[src/rtl/postfix_integer_evaluator_defines.svh]
// Assertion macros for the postfix integer evaluator.
// Included by the RTL files that carry concurrent checks; no other dependencies.
`ifndef POSTFIX_INTEGER_EVALUATOR_DEFINES_SVH
`define POSTFIX_INTEGER_EVALUATOR_DEFINES_SVH
`ifndef NO_ASSERTIONS
// Same-cycle implication, disabled during reset.
`define PIE_ASSERT_IMPLIES(label, clk, rst, ante, cons) \
   label: assert property (@(posedge clk) disable iff (rst) (ante) |-> (cons)) \
      else $error("postfix evaluator: same-cycle check failed");
// Next-cycle implication, disabled during reset.
`define PIE_ASSERT_NEXT(label, clk, rst, ante, cons) \
   label: assert property (@(posedge clk) disable iff (rst) (ante) |=> (cons)) \
      else $error("postfix evaluator: next-cycle check failed");
// Condition that must hold at every edge out of reset.
`define PIE_ASSERT_ALWAYS(label, clk, rst, cond) \
   label: assert property (@(posedge clk) disable iff (rst) (cond)) \
      else $error("postfix evaluator: invariant failed");
`else
`define PIE_ASSERT_IMPLIES(label, clk, rst, ante, cons)
`define PIE_ASSERT_NEXT(label, clk, rst, ante, cons)
`define PIE_ASSERT_ALWAYS(label, clk, rst, cond)
`endif
`endif

[src/rtl/pie_pkg.sv]
// Shared constants and helper functions for the postfix integer evaluator.
// No dependencies; used by the channel interfaces and the top level.
package pie_pkg;

   // Payload widths.
   localparam int CHAR_W   = 8;
   localparam int WORD_W   = 32;
   localparam int STATUS_W = 3;

   // Default operand stack depth.
   localparam int STACK_DEPTH_DEFAULT = 16;

   // Character codes that the evaluator recognises.
   localparam logic [CHAR_W-1:0] CHAR_ZERO  = 8'h30;
   localparam logic [CHAR_W-1:0] CHAR_NINE  = 8'h39;
   localparam logic [CHAR_W-1:0] CHAR_PLUS  = 8'h2B;
   localparam logic [CHAR_W-1:0] CHAR_MINUS = 8'h2D;
   localparam logic [CHAR_W-1:0] CHAR_STAR  = 8'h2A;
   localparam logic [CHAR_W-1:0] CHAR_SLASH = 8'h2F;

   // Status codes of a result.
   localparam logic [STATUS_W-1:0] ST_OK    = 3'd0;
   localparam logic [STATUS_W-1:0] ST_UNDER = 3'd1;
   localparam logic [STATUS_W-1:0] ST_OVER  = 3'd2;
   localparam logic [STATUS_W-1:0] ST_DIVZ  = 3'd3;
   localparam logic [STATUS_W-1:0] ST_EMPTY = 3'd4;

   // True for a decimal digit.
   function automatic logic is_digit(input logic [CHAR_W-1:0] c);
      return (c >= CHAR_ZERO) && (c <= CHAR_NINE);
   endfunction

   // True for one of the four operator characters.
   function automatic logic is_operator(input logic [CHAR_W-1:0] c);
      return (c == CHAR_PLUS) || (c == CHAR_MINUS) || (c == CHAR_STAR) || (c == CHAR_SLASH);
   endfunction

endpackage

[src/rtl/pie_channels.sv]
// Valid/ready channel interfaces for the postfix integer evaluator.
// Depends on pie_pkg for the payload widths.

// Character request channel.
interface pie_req_if;
   logic                          valid;
   logic                          ready;
   logic [pie_pkg::CHAR_W-1:0]    char_code;
   logic                          end_of_expr;

   modport source (output valid, output char_code, output end_of_expr, input ready);
   modport sink   (input valid, input char_code, input end_of_expr, output ready);
endinterface

// Result channel.
interface pie_rsp_if;
   logic                              valid;
   logic                              ready;
   logic signed [pie_pkg::WORD_W-1:0] value;
   logic [pie_pkg::STATUS_W-1:0]      status;

   modport source (output valid, output value, output status, input ready);
   modport sink   (input valid, input value, input status, output ready);
endinterface

[src/rtl/postfix_integer_evaluator.sv]
// Top level of the postfix integer evaluator: sequencer, operand stack memory and divider.
// Depends on pie_pkg, pie_channels.sv and postfix_integer_evaluator_defines.svh.

// The block takes one character per request and evaluates a reverse-Polish integer
// expression with 32-bit wrapping arithmetic; the request marked end_of_expr yields one
// result (top of stack and status) and clears the state for the next expression.
// Digits and skipped characters are handled in S_IDLE; a number that a non-digit
// ends is pushed in S_FLUSH. Operators + - and * pass S_OP, S_RD2, S_EXEC and S_PUSH, as
// the two operands are read one after the other through the single read port of the
// stack memory. Division adds S_DIV, where the restoring divider makes one quotient
// bit a cycle, and S_DIV_FIX. S_END, S_END_WAIT and S_RESULT read the top of stack and
// load the result register. A finished result waits in the output register while the
// next request is already being taken; only a further result stalls behind it.
`include "postfix_integer_evaluator_defines.svh"

module postfix_integer_evaluator #(
   parameter int STACK_DEPTH = pie_pkg::STACK_DEPTH_DEFAULT
) (
   input  logic             clock,
   input  logic             reset,
   pie_req_if.sink          req_ch,
   pie_rsp_if.source        rsp_ch
);

   localparam int SP_W   = $clog2(STACK_DEPTH + 1);
   localparam int ADDR_W = (STACK_DEPTH > 1) ? $clog2(STACK_DEPTH) : 1;
   localparam int W      = pie_pkg::WORD_W;
   localparam int CW     = pie_pkg::CHAR_W;
   localparam int SW     = pie_pkg::STATUS_W;

   typedef enum logic [3:0] {
      S_IDLE, S_FLUSH, S_OP, S_RD2, S_EXEC, S_DIV, S_DIV_FIX, S_PUSH,
      S_END, S_END_WAIT, S_RESULT
   } state_type;

   // Operand stack memory with registered read data.
   logic [W-1:0]      stack_mem [STACK_DEPTH];
   logic              mem_we;
   logic [ADDR_W-1:0] mem_wa;
   logic [W-1:0]      mem_wd;
   logic [ADDR_W-1:0] rd_addr;
   logic [W-1:0]      rd_data_ff;

   // Sequencer state and registered outputs.
   state_type     state_ff, state_in;
   logic [SP_W-1:0] sp_ff, sp_in;
   logic [W-1:0]  acc_ff, acc_in;
   logic          in_number_ff, in_number_in;
   logic [SW-1:0] sticky_ff, sticky_in;
   logic [CW-1:0] char_ff, char_in;
   logic          last_ff, last_in;
   logic [W-1:0]  rhs_ff, rhs_in;
   logic [W-1:0]  res_ff, res_in;
   logic [SW-1:0] fin_status_ff, fin_status_in;
   logic          rsp_valid_ff, rsp_valid_in;
   logic [W-1:0]  value_ff, value_in;
   logic [SW-1:0] status_ff, status_in;

   // Divider registers.
   logic [W-1:0]  quo_ff, quo_in;
   logic [W-1:0]  rem_ff, rem_in;
   logic [W-1:0]  dvs_ff, dvs_in;
   logic          neg_ff, neg_in;
   logic [4:0]    cnt_ff, cnt_in;

   // Combinational helpers.
   logic [SP_W-1:0] sp_m1, sp_m2;
   logic [W-1:0]    lhs;
   logic [W-1:0]    acc_next;
   logic [W:0]      div_shifted;
   logic [W:0]      div_diff;
   logic            out_free;
   logic            stack_full;

   assign sp_m1      = sp_ff - SP_W'(1);
   assign sp_m2      = sp_ff - SP_W'(2);
   assign lhs        = rd_data_ff;
   assign acc_next   = (acc_ff << 3) + (acc_ff << 1)
                       + W'(req_ch.char_code - pie_pkg::CHAR_ZERO);
   assign div_shifted = {rem_ff, quo_ff[W-1]};
   assign div_diff    = div_shifted - {1'b0, dvs_ff};
   assign out_free    = !rsp_valid_ff || rsp_ch.ready;
   assign stack_full  = (sp_ff >= SP_W'(STACK_DEPTH));

   assign req_ch.ready  = (state_ff == S_IDLE);
   assign rsp_ch.valid  = rsp_valid_ff;
   assign rsp_ch.value  = value_ff;
   assign rsp_ch.status = status_ff;

   // Next-state and datapath logic of the sequencer.
   always_comb begin
      state_in      = state_ff;
      sp_in         = sp_ff;
      acc_in        = acc_ff;
      in_number_in  = in_number_ff;
      sticky_in     = sticky_ff;
      char_in       = char_ff;
      last_in       = last_ff;
      rhs_in        = rhs_ff;
      res_in        = res_ff;
      fin_status_in = fin_status_ff;
      value_in      = value_ff;
      status_in     = status_ff;
      quo_in        = quo_ff;
      rem_in        = rem_ff;
      dvs_in        = dvs_ff;
      neg_in        = neg_ff;
      cnt_in        = cnt_ff;
      mem_we        = 1'b0;
      mem_wa        = sp_ff[ADDR_W-1:0];
      mem_wd        = acc_ff;
      rd_addr       = sp_m1[ADDR_W-1:0];
      rsp_valid_in  = rsp_valid_ff && !rsp_ch.ready;

      unique case (state_ff)
         S_IDLE: begin
            if (req_ch.valid) begin
               char_in = req_ch.char_code;
               last_in = req_ch.end_of_expr;
               if (pie_pkg::is_digit(req_ch.char_code)) begin
                  acc_in       = acc_next;
                  in_number_in = 1'b1;
                  if (req_ch.end_of_expr) begin
                     state_in = S_FLUSH;
                  end
               end else if (in_number_ff) begin
                  state_in = S_FLUSH;
               end else if (pie_pkg::is_operator(req_ch.char_code)) begin
                  state_in = S_OP;
               end else if (req_ch.end_of_expr) begin
                  state_in = S_END;
               end
            end
         end

         // Push the pending number, dropping it on a full stack.
         S_FLUSH: begin
            if (stack_full) begin
               if (sticky_ff == pie_pkg::ST_OK) begin
                  sticky_in = pie_pkg::ST_OVER;
               end
            end else begin
               mem_we = 1'b1;
               mem_wd = acc_ff;
               sp_in  = sp_ff + SP_W'(1);
            end
            acc_in       = '0;
            in_number_in = 1'b0;
            if (pie_pkg::is_operator(char_ff)) begin
               state_in = S_OP;
            end else if (last_ff) begin
               state_in = S_END;
            end else begin
               state_in = S_IDLE;
            end
         end

         // Check for two operands and start reading the right-hand one.
         S_OP: begin
            if (sp_ff < SP_W'(2)) begin
               if (sticky_ff == pie_pkg::ST_OK) begin
                  sticky_in = pie_pkg::ST_UNDER;
               end
               state_in = last_ff ? S_END : S_IDLE;
            end else begin
               rd_addr  = sp_m1[ADDR_W-1:0];
               state_in = S_RD2;
            end
         end

         // Right-hand operand arrives; read the left-hand one.
         S_RD2: begin
            rhs_in   = rd_data_ff;
            rd_addr  = sp_m2[ADDR_W-1:0];
            state_in = S_EXEC;
         end

         // Apply the operator, or set up the divider.
         S_EXEC: begin
            sp_in    = sp_m2;
            state_in = S_PUSH;
            unique case (char_ff)
               pie_pkg::CHAR_PLUS:  res_in = lhs + rhs_ff;
               pie_pkg::CHAR_MINUS: res_in = lhs - rhs_ff;
               pie_pkg::CHAR_STAR:  res_in = lhs * rhs_ff;
               default: begin
                  if (rhs_ff == '0) begin
                     res_in = '0;
                     if (sticky_ff == pie_pkg::ST_OK) begin
                        sticky_in = pie_pkg::ST_DIVZ;
                     end
                  end else begin
                     quo_in   = lhs[W-1] ? W'(0) - lhs : lhs;
                     dvs_in   = rhs_ff[W-1] ? W'(0) - rhs_ff : rhs_ff;
                     neg_in   = lhs[W-1] ^ rhs_ff[W-1];
                     rem_in   = '0;
                     cnt_in   = '0;
                     state_in = S_DIV;
                  end
               end
            endcase
         end

         // One restoring division step per cycle on the magnitudes.
         S_DIV: begin
            if (!div_diff[W]) begin
               rem_in = div_diff[W-1:0];
               quo_in = {quo_ff[W-2:0], 1'b1};
            end else begin
               rem_in = div_shifted[W-1:0];
               quo_in = {quo_ff[W-2:0], 1'b0};
            end
            cnt_in = cnt_ff + 5'd1;
            if (cnt_ff == 5'd31) begin
               state_in = S_DIV_FIX;
            end
         end

         // Restore the sign of the quotient.
         S_DIV_FIX: begin
            res_in   = neg_ff ? W'(0) - quo_ff : quo_ff;
            state_in = S_PUSH;
         end

         // Push the operation result.
         S_PUSH: begin
            if (stack_full) begin
               if (sticky_ff == pie_pkg::ST_OK) begin
                  sticky_in = pie_pkg::ST_OVER;
               end
            end else begin
               mem_we = 1'b1;
               mem_wd = res_ff;
               sp_in  = sp_ff + SP_W'(1);
            end
            state_in = last_ff ? S_END : S_IDLE;
         end

         // Settle the status and read the top of stack when it is needed.
         S_END: begin
            res_in = '0;
            if (sticky_ff != pie_pkg::ST_OK) begin
               fin_status_in = sticky_ff;
               state_in      = S_RESULT;
            end else if (sp_ff == '0) begin
               fin_status_in = pie_pkg::ST_EMPTY;
               state_in      = S_RESULT;
            end else begin
               fin_status_in = pie_pkg::ST_OK;
               rd_addr       = sp_m1[ADDR_W-1:0];
               state_in      = S_END_WAIT;
            end
         end

         S_END_WAIT: begin
            res_in   = rd_data_ff;
            state_in = S_RESULT;
         end

         // Load the output register and clear for the next expression.
         S_RESULT: begin
            if (out_free) begin
               rsp_valid_in = 1'b1;
               value_in     = res_ff;
               status_in    = fin_status_ff;
               sp_in        = '0;
               acc_in       = '0;
               in_number_in = 1'b0;
               sticky_in    = pie_pkg::ST_OK;
               state_in     = S_IDLE;
            end
         end

         default: begin
            state_in = S_IDLE;
         end
      endcase
   end

   // State, control and registered outputs.
   always_ff @(posedge clock) begin
      if (reset) begin
         state_ff     <= S_IDLE;
         sp_ff        <= '0;
         acc_ff       <= '0;
         in_number_ff <= 1'b0;
         sticky_ff    <= pie_pkg::ST_OK;
         rsp_valid_ff <= 1'b0;
         cnt_ff       <= '0;
      end else begin
         state_ff     <= state_in;
         sp_ff        <= sp_in;
         acc_ff       <= acc_in;
         in_number_ff <= in_number_in;
         sticky_ff    <= sticky_in;
         rsp_valid_ff <= rsp_valid_in;
         cnt_ff       <= cnt_in;
      end
      char_ff       <= char_in;
      last_ff       <= last_in;
      rhs_ff        <= rhs_in;
      res_ff        <= res_in;
      fin_status_ff <= fin_status_in;
      value_ff      <= value_in;
      status_ff     <= status_in;
      quo_ff        <= quo_in;
      rem_ff        <= rem_in;
      dvs_ff        <= dvs_in;
      neg_ff        <= neg_in;
   end

   // Stack memory: one write port and one registered read port.
   always_ff @(posedge clock) begin
      if (mem_we) begin
         stack_mem[mem_wa] <= mem_wd;
      end
      rd_data_ff <= stack_mem[rd_addr];
   end

   // The stack pointer never passes the depth of the stack.
   `PIE_ASSERT_ALWAYS(a_sp_bound, clock, reset, sp_ff <= SP_W'(STACK_DEPTH))
   // Loading a result leaves the evaluator cleared.
   `PIE_ASSERT_NEXT(a_clear_after_result, clock, reset, state_ff == S_RESULT && out_free, sp_ff == '0 && !in_number_ff && acc_ff == '0 && sticky_ff == pie_pkg::ST_OK)
   // The first error of an expression is kept until its result is formed.
   `PIE_ASSERT_NEXT(a_sticky_holds, clock, reset, sticky_ff != pie_pkg::ST_OK && state_ff != S_RESULT, sticky_ff == $past(sticky_ff))
   // An operator is only executed with two operands on the stack.
   `PIE_ASSERT_IMPLIES(a_exec_operands, clock, reset, state_ff == S_EXEC, sp_ff >= SP_W'(2))

endmodule

[src/flat_wrapper.sv]
// flat-port wrapper written by rule: the top's interface ports become plain ports
module postfix_integer_evaluator_flat 
#(
   parameter int STACK_DEPTH = pie_pkg::STACK_DEPTH_DEFAULT
)
  (clock, reset, req_ch_valid, req_ch_char_code, req_ch_end_of_expr, req_ch_ready, rsp_ch_valid, rsp_ch_value, rsp_ch_status, rsp_ch_ready);
  pie_req_if req_ch_i ();
  pie_rsp_if rsp_ch_i ();
  input  logic clock;
  input  logic reset;
  input wire logic [$bits(req_ch_i.valid)-1:0] req_ch_valid;
  input wire logic [$bits(req_ch_i.char_code)-1:0] req_ch_char_code;
  input wire logic [$bits(req_ch_i.end_of_expr)-1:0] req_ch_end_of_expr;
  output wire logic [$bits(req_ch_i.ready)-1:0] req_ch_ready;
  output wire logic [$bits(rsp_ch_i.valid)-1:0] rsp_ch_valid;
  output wire logic [$bits(rsp_ch_i.value)-1:0] rsp_ch_value;
  output wire logic [$bits(rsp_ch_i.status)-1:0] rsp_ch_status;
  input wire logic [$bits(rsp_ch_i.ready)-1:0] rsp_ch_ready;
  assign req_ch_i.valid = req_ch_valid;
  assign req_ch_i.char_code = req_ch_char_code;
  assign req_ch_i.end_of_expr = req_ch_end_of_expr;
  assign req_ch_ready = req_ch_i.ready;
  assign rsp_ch_valid = rsp_ch_i.valid;
  assign rsp_ch_value = rsp_ch_i.value;
  assign rsp_ch_status = rsp_ch_i.status;
  assign rsp_ch_i.ready = rsp_ch_ready;
  postfix_integer_evaluator #(.STACK_DEPTH(STACK_DEPTH)) u_core (.clock(clock), .reset(reset), .req_ch(req_ch_i), .rsp_ch(rsp_ch_i));
endmodule
[config.mk]
export PLATFORM = sky130hd
export DESIGN_NAME = postfix_integer_evaluator_flat
export DESIGN_NICKNAME = d
export VERILOG_FILES = /design/src/rtl/pie_pkg.sv /design/src/rtl/pie_channels.sv /design/src/rtl/postfix_integer_evaluator.sv /design/src/flat_wrapper.sv
export VERILOG_INCLUDE_DIRS = /design/src /design/src/rtl
export SDC_FILE = /design/constraint.sdc
export NUM_CORES = 2
export LEC_CHECK = 0
export ABC_AREA = 1
export BUFFER_PORTS_ARGS = -buffer_cell sky130_fd_sc_hd__buf_2
export CORE_ASPECT_RATIO = 0.9
export CORE_MARGIN = 2
export CORE_UTILIZATION = 55
export CTS_BUF_LIST = sky130_fd_sc_hd__clkbuf_4 sky130_fd_sc_hd__clkbuf_8 sky130_fd_sc_hd__clkbuf_16
export CTS_CLUSTER_SIZE = 25
export DETAILED_ROUTE_END_ITERATION = 16
export GPL_TIMING_DRIVEN = 0
export PLACE_DENSITY = 0.74
export SYNTH_ARGS = -nofsm -noshare
export SYNTH_HDL_FRONTEND = slang
export SYNTH_SLANG_ARGS = --single-unit
[constraint.sdc]
create_clock -name clock -period 14 [get_ports clock]
set_clock_uncertainty 0.1 [all_clocks]
set_input_delay 1.4 -clock clock [delete_from_list [all_inputs] [get_ports clock]]
set_output_delay 1.4 -clock clock [all_outputs]
set_load 0.005 [all_outputs]
==> impl_metrics.toml <==
[drt]
routedWlPerCell_um = 25.3
drc_errors = 0
drt_wl_total_um = 203000
antenna_left = 0
first_pass_iters = 7
via_count = 48400
drtIter0Drc = 7477
viasPerCell = 6.03

[global_route]
grt_pass1_wl_um = 297000
track_usage = 0.374
grt_pass1_vias = 46500
grt-ovfl-total = 0
grt_max_degree = 68
antenna_found_initial = 13

[critical_path]
critPathKind = "flip-flop to flip-flop"
start_kind = "flip-flop"
arrival_ns = 9.85
cp.required_ns = 14.27
rr_endpoint = "u_core.res_ff[25]"
rr_worst_depth = 26
r2r_start = "u_core.lhs[6]"
r2r_slack_ns = 4.42
worstPathMaxFanout = 10
worstSetupEndpointType = "flip-flop"

[synth]
async_reset_ff_frac = 0
ys_warn_count = 0
syn-num-nets = 7124
syn_area_per_cell_sq_um = 8.97
postSynthRegisterBits = 802
yosysMostFrequentCell = "nand2_1"
synthesis.area_sq_um = 57700
syn_inst = 6439
synth_top_area_frac = 0.374
synth.distinct_cells = 72
ys_seq_area_frac = 0.403
synth_edf_count = 720
synthTopCellsByArea = "edfxtp_1, fa_1, nand2_1"
yosys.area.top_type = "edfxtp_1"
synth_flop_cell = "edfxtp_1"
synthTopCellsByCount = "nand2_1, inv_1, edfxtp_1"

[outcome]
violations = "max-capacitance violations, max-slew violations"
status = "complete, but fails checks"

[sta]
finalSetupViolCount = 0
tns_ns = 0
fin_crit_ns = 9.58
worst_slack_ns = 4.42
period_share = 0.684
drv_slew = 7
grt_setup_unrepaired = "no"
hold_slack_ns = 0.322
fmax_mhz = 104
hold_viol = 0
tightest_slew_ns = 1.59
slew-limit-headroom = -0.0609

[clocking]
cts_tree = "yes"
cts_hold_buffers = 0
postCtsSetupBuffers = 0
clkSlewWorstSetupHoldPaths_ns = 0.06
clk_latency_ns = 0.66
clk_path_buf_depth = 3
ctsResizeCount = 0
numCtsBuffers = 79
htree_levels = 3
cts-root-buf = "clkbuf_16"
cts_sinks = 802

[finish]
areaGrowthSynthToFinish_pct = 9.08
seq_area_sq_um = 23300
drive_above_1_share = 0.0658
finalNetCount = 7277
multiInputGateArea_sq_um = 29000
nFillCells = 8701

[floorplanning]
die_area_sq_um = 108000
placementRows = 112
chipWidth_um = 346
start_util = 0.556
core-area_sq_um = 104000
io_pins = 50
die_h_um = 311

[placed_design]
io_buffers = 48
gp_congestion = 1.05
post-place-ws_ns = 4.43
hpwlAfterDp_um = 155000

[worst_hold_path]
hp-class = "flip-flop to flip-flop"
worstHoldPathCells = 0
hold_path.startpoint = "u_core.fin_status_ff[1]"
min_to = "u_core.rsp_ch.status[1]"

[flow_run]
drv_cap = 1
[worst max path at each step]
| stage | to | start | slack (ns) |
|---|---|---|---|
| final | u_core.res_ff[25] | u_core.lhs[6] | 4.42 |
| after global routing | u_core.res_ff[25] | u_core.lhs[6] | 4.47 |
| after CTS | u_core.res_ff[25] | u_core.lhs[6] | 4.42 |
| after detailed placement | u_core.res_ff[25] | u_core.lhs[6] | 4.43 |
| after global placement | u_core.res_ff[25] | u_core.lhs[6] | 4.46 |
| after floorplan | u_core.res_ff[27] | u_core.rhs_ff[4] | 6.99 |
[cell type report]
class	instances	share of cell area
Antenna cell	3	0.000119
Buffer	326	0.0227
Clock buffer	105	0.0350
Clock inverter	42	0.00765
Inverter	1134	0.0677
Multi-Input combinational cell	4177	0.460
Sequential cell	802	0.369
Tap cell	1368	0.0272
Timing Repair Buffer	72	0.0107
[state kept, by name (all words and copies together) (netlist names), 2 cells and up]
| signal | flops |
|---|---|
| u_core.res_ff | 32 |
| u_core.sticky_ff | 2 |
| u_core.cnt_ff | 5 |
| u_core.quo_ff | 32 |
| u_core.acc_ff | 32 |
| u_core.state_ff | 4 |
| u_core.stack_mem | 512 |
| u_core.dvs_ff | 32 |
| u_core.fin_status_ff | 3 |
| u_core.sp_ff | 5 |
| u_core.rem_ff | 32 |
| u_core.rhs_ff | 32 |
| u_core.rsp_ch.value | 32 |
| u_core.lhs | 32 |
| u_core.rsp_ch.status | 3 |
| u_core.char_ff | 8 |
[kinds of logic after synthesis]
family | synth area share
DFF | 0.403
AOI/OAI and AO/OA | 0.130
buffers and inverters | 0.0985
xor gates and xnor gates | 0.0162
adders and majority gates | 0.203
and+or+nand+nor | 0.144
muxes | 0.00507
[routing by layer]
metal | vias to the layer above | routed length [um] | share of wire | track usage
met5 | - | 103 | 0.00051 | 0
met4 | 14 | 9010 | 0.044 | 0.145
met3 | 474 | 29600 | 0.15 | 0.117
met2 | 3165 | 83300 | 0.41 | 0.530
met1 | 23400 | 81200 | 0.40 | 0.536
li1 | 21400 | - | - | -
[cells in the final DEF, fill, tap and decap left out, drive strengths merged, types with 10 or more instances in the layout]
cell type	netlist	routed
nand3b	14	14
a21o	23	23
xnor2	30	30
nand4	27	27
mux2	26	26
a31oi	23	23
clkbuf	184	289
nand2	1274	1274
nand3	172	172
o221ai	62	62
or2	25	25
o21ai	615	615
edfxtp	720	720
nor4	20	20
o22ai	10	10
a211oi	10	10
buf	142	214
a21oi	539	539
nor3	122	122
clkinv	1	29
nor2	345	345
ha	233	233
xor2	77	77
dfxtp	82	82
o21bai	23	23
fa	439	439
inv	1133	1138
[worst max-delay path, stage by stage, from the launching register on]
cell	delay [ns]
dfxtp_1	0.95
clkbuf_2	0.73
buf_1	0.97
nand2_1	0.20
fa_1	0.46
inv_1	0.08
fa_1	0.40
inv_1	0.09
fa_1	0.44
fa_1	0.50
fa_1	0.56
inv_1	0.06
fa_1	0.45
fa_1	0.54
fa_1	0.45
ha_1	0.45
nand2_1	0.14
nor2_1	0.16
inv_1	0.09
nor2_1	0.21
nand3_1	0.16
nand3_1	0.14
a21oi_1	0.07
o21ai_0	0.23
o21ai_0	0.36
nand2_1	0.15
nand2_1	0.13
[metrics by stage]
stage / cell area, sq um / instances / utilization
3_3_place_gp: 59700 / 7855 / 0.575
6_report: 63000 / 8029 / 0.607
4_1_cts: 63000 / 8026 / 0.606
3_5_place_dp: 60300 / 7879 / 0.580
5_1_grt: 63000 / 8027 / 0.607
2_1_floorplan: 57700 / 6439 / -
Power is not shown: default switching activity piles up to over one toggle a cycle in this logic, so the estimate is an artifact.
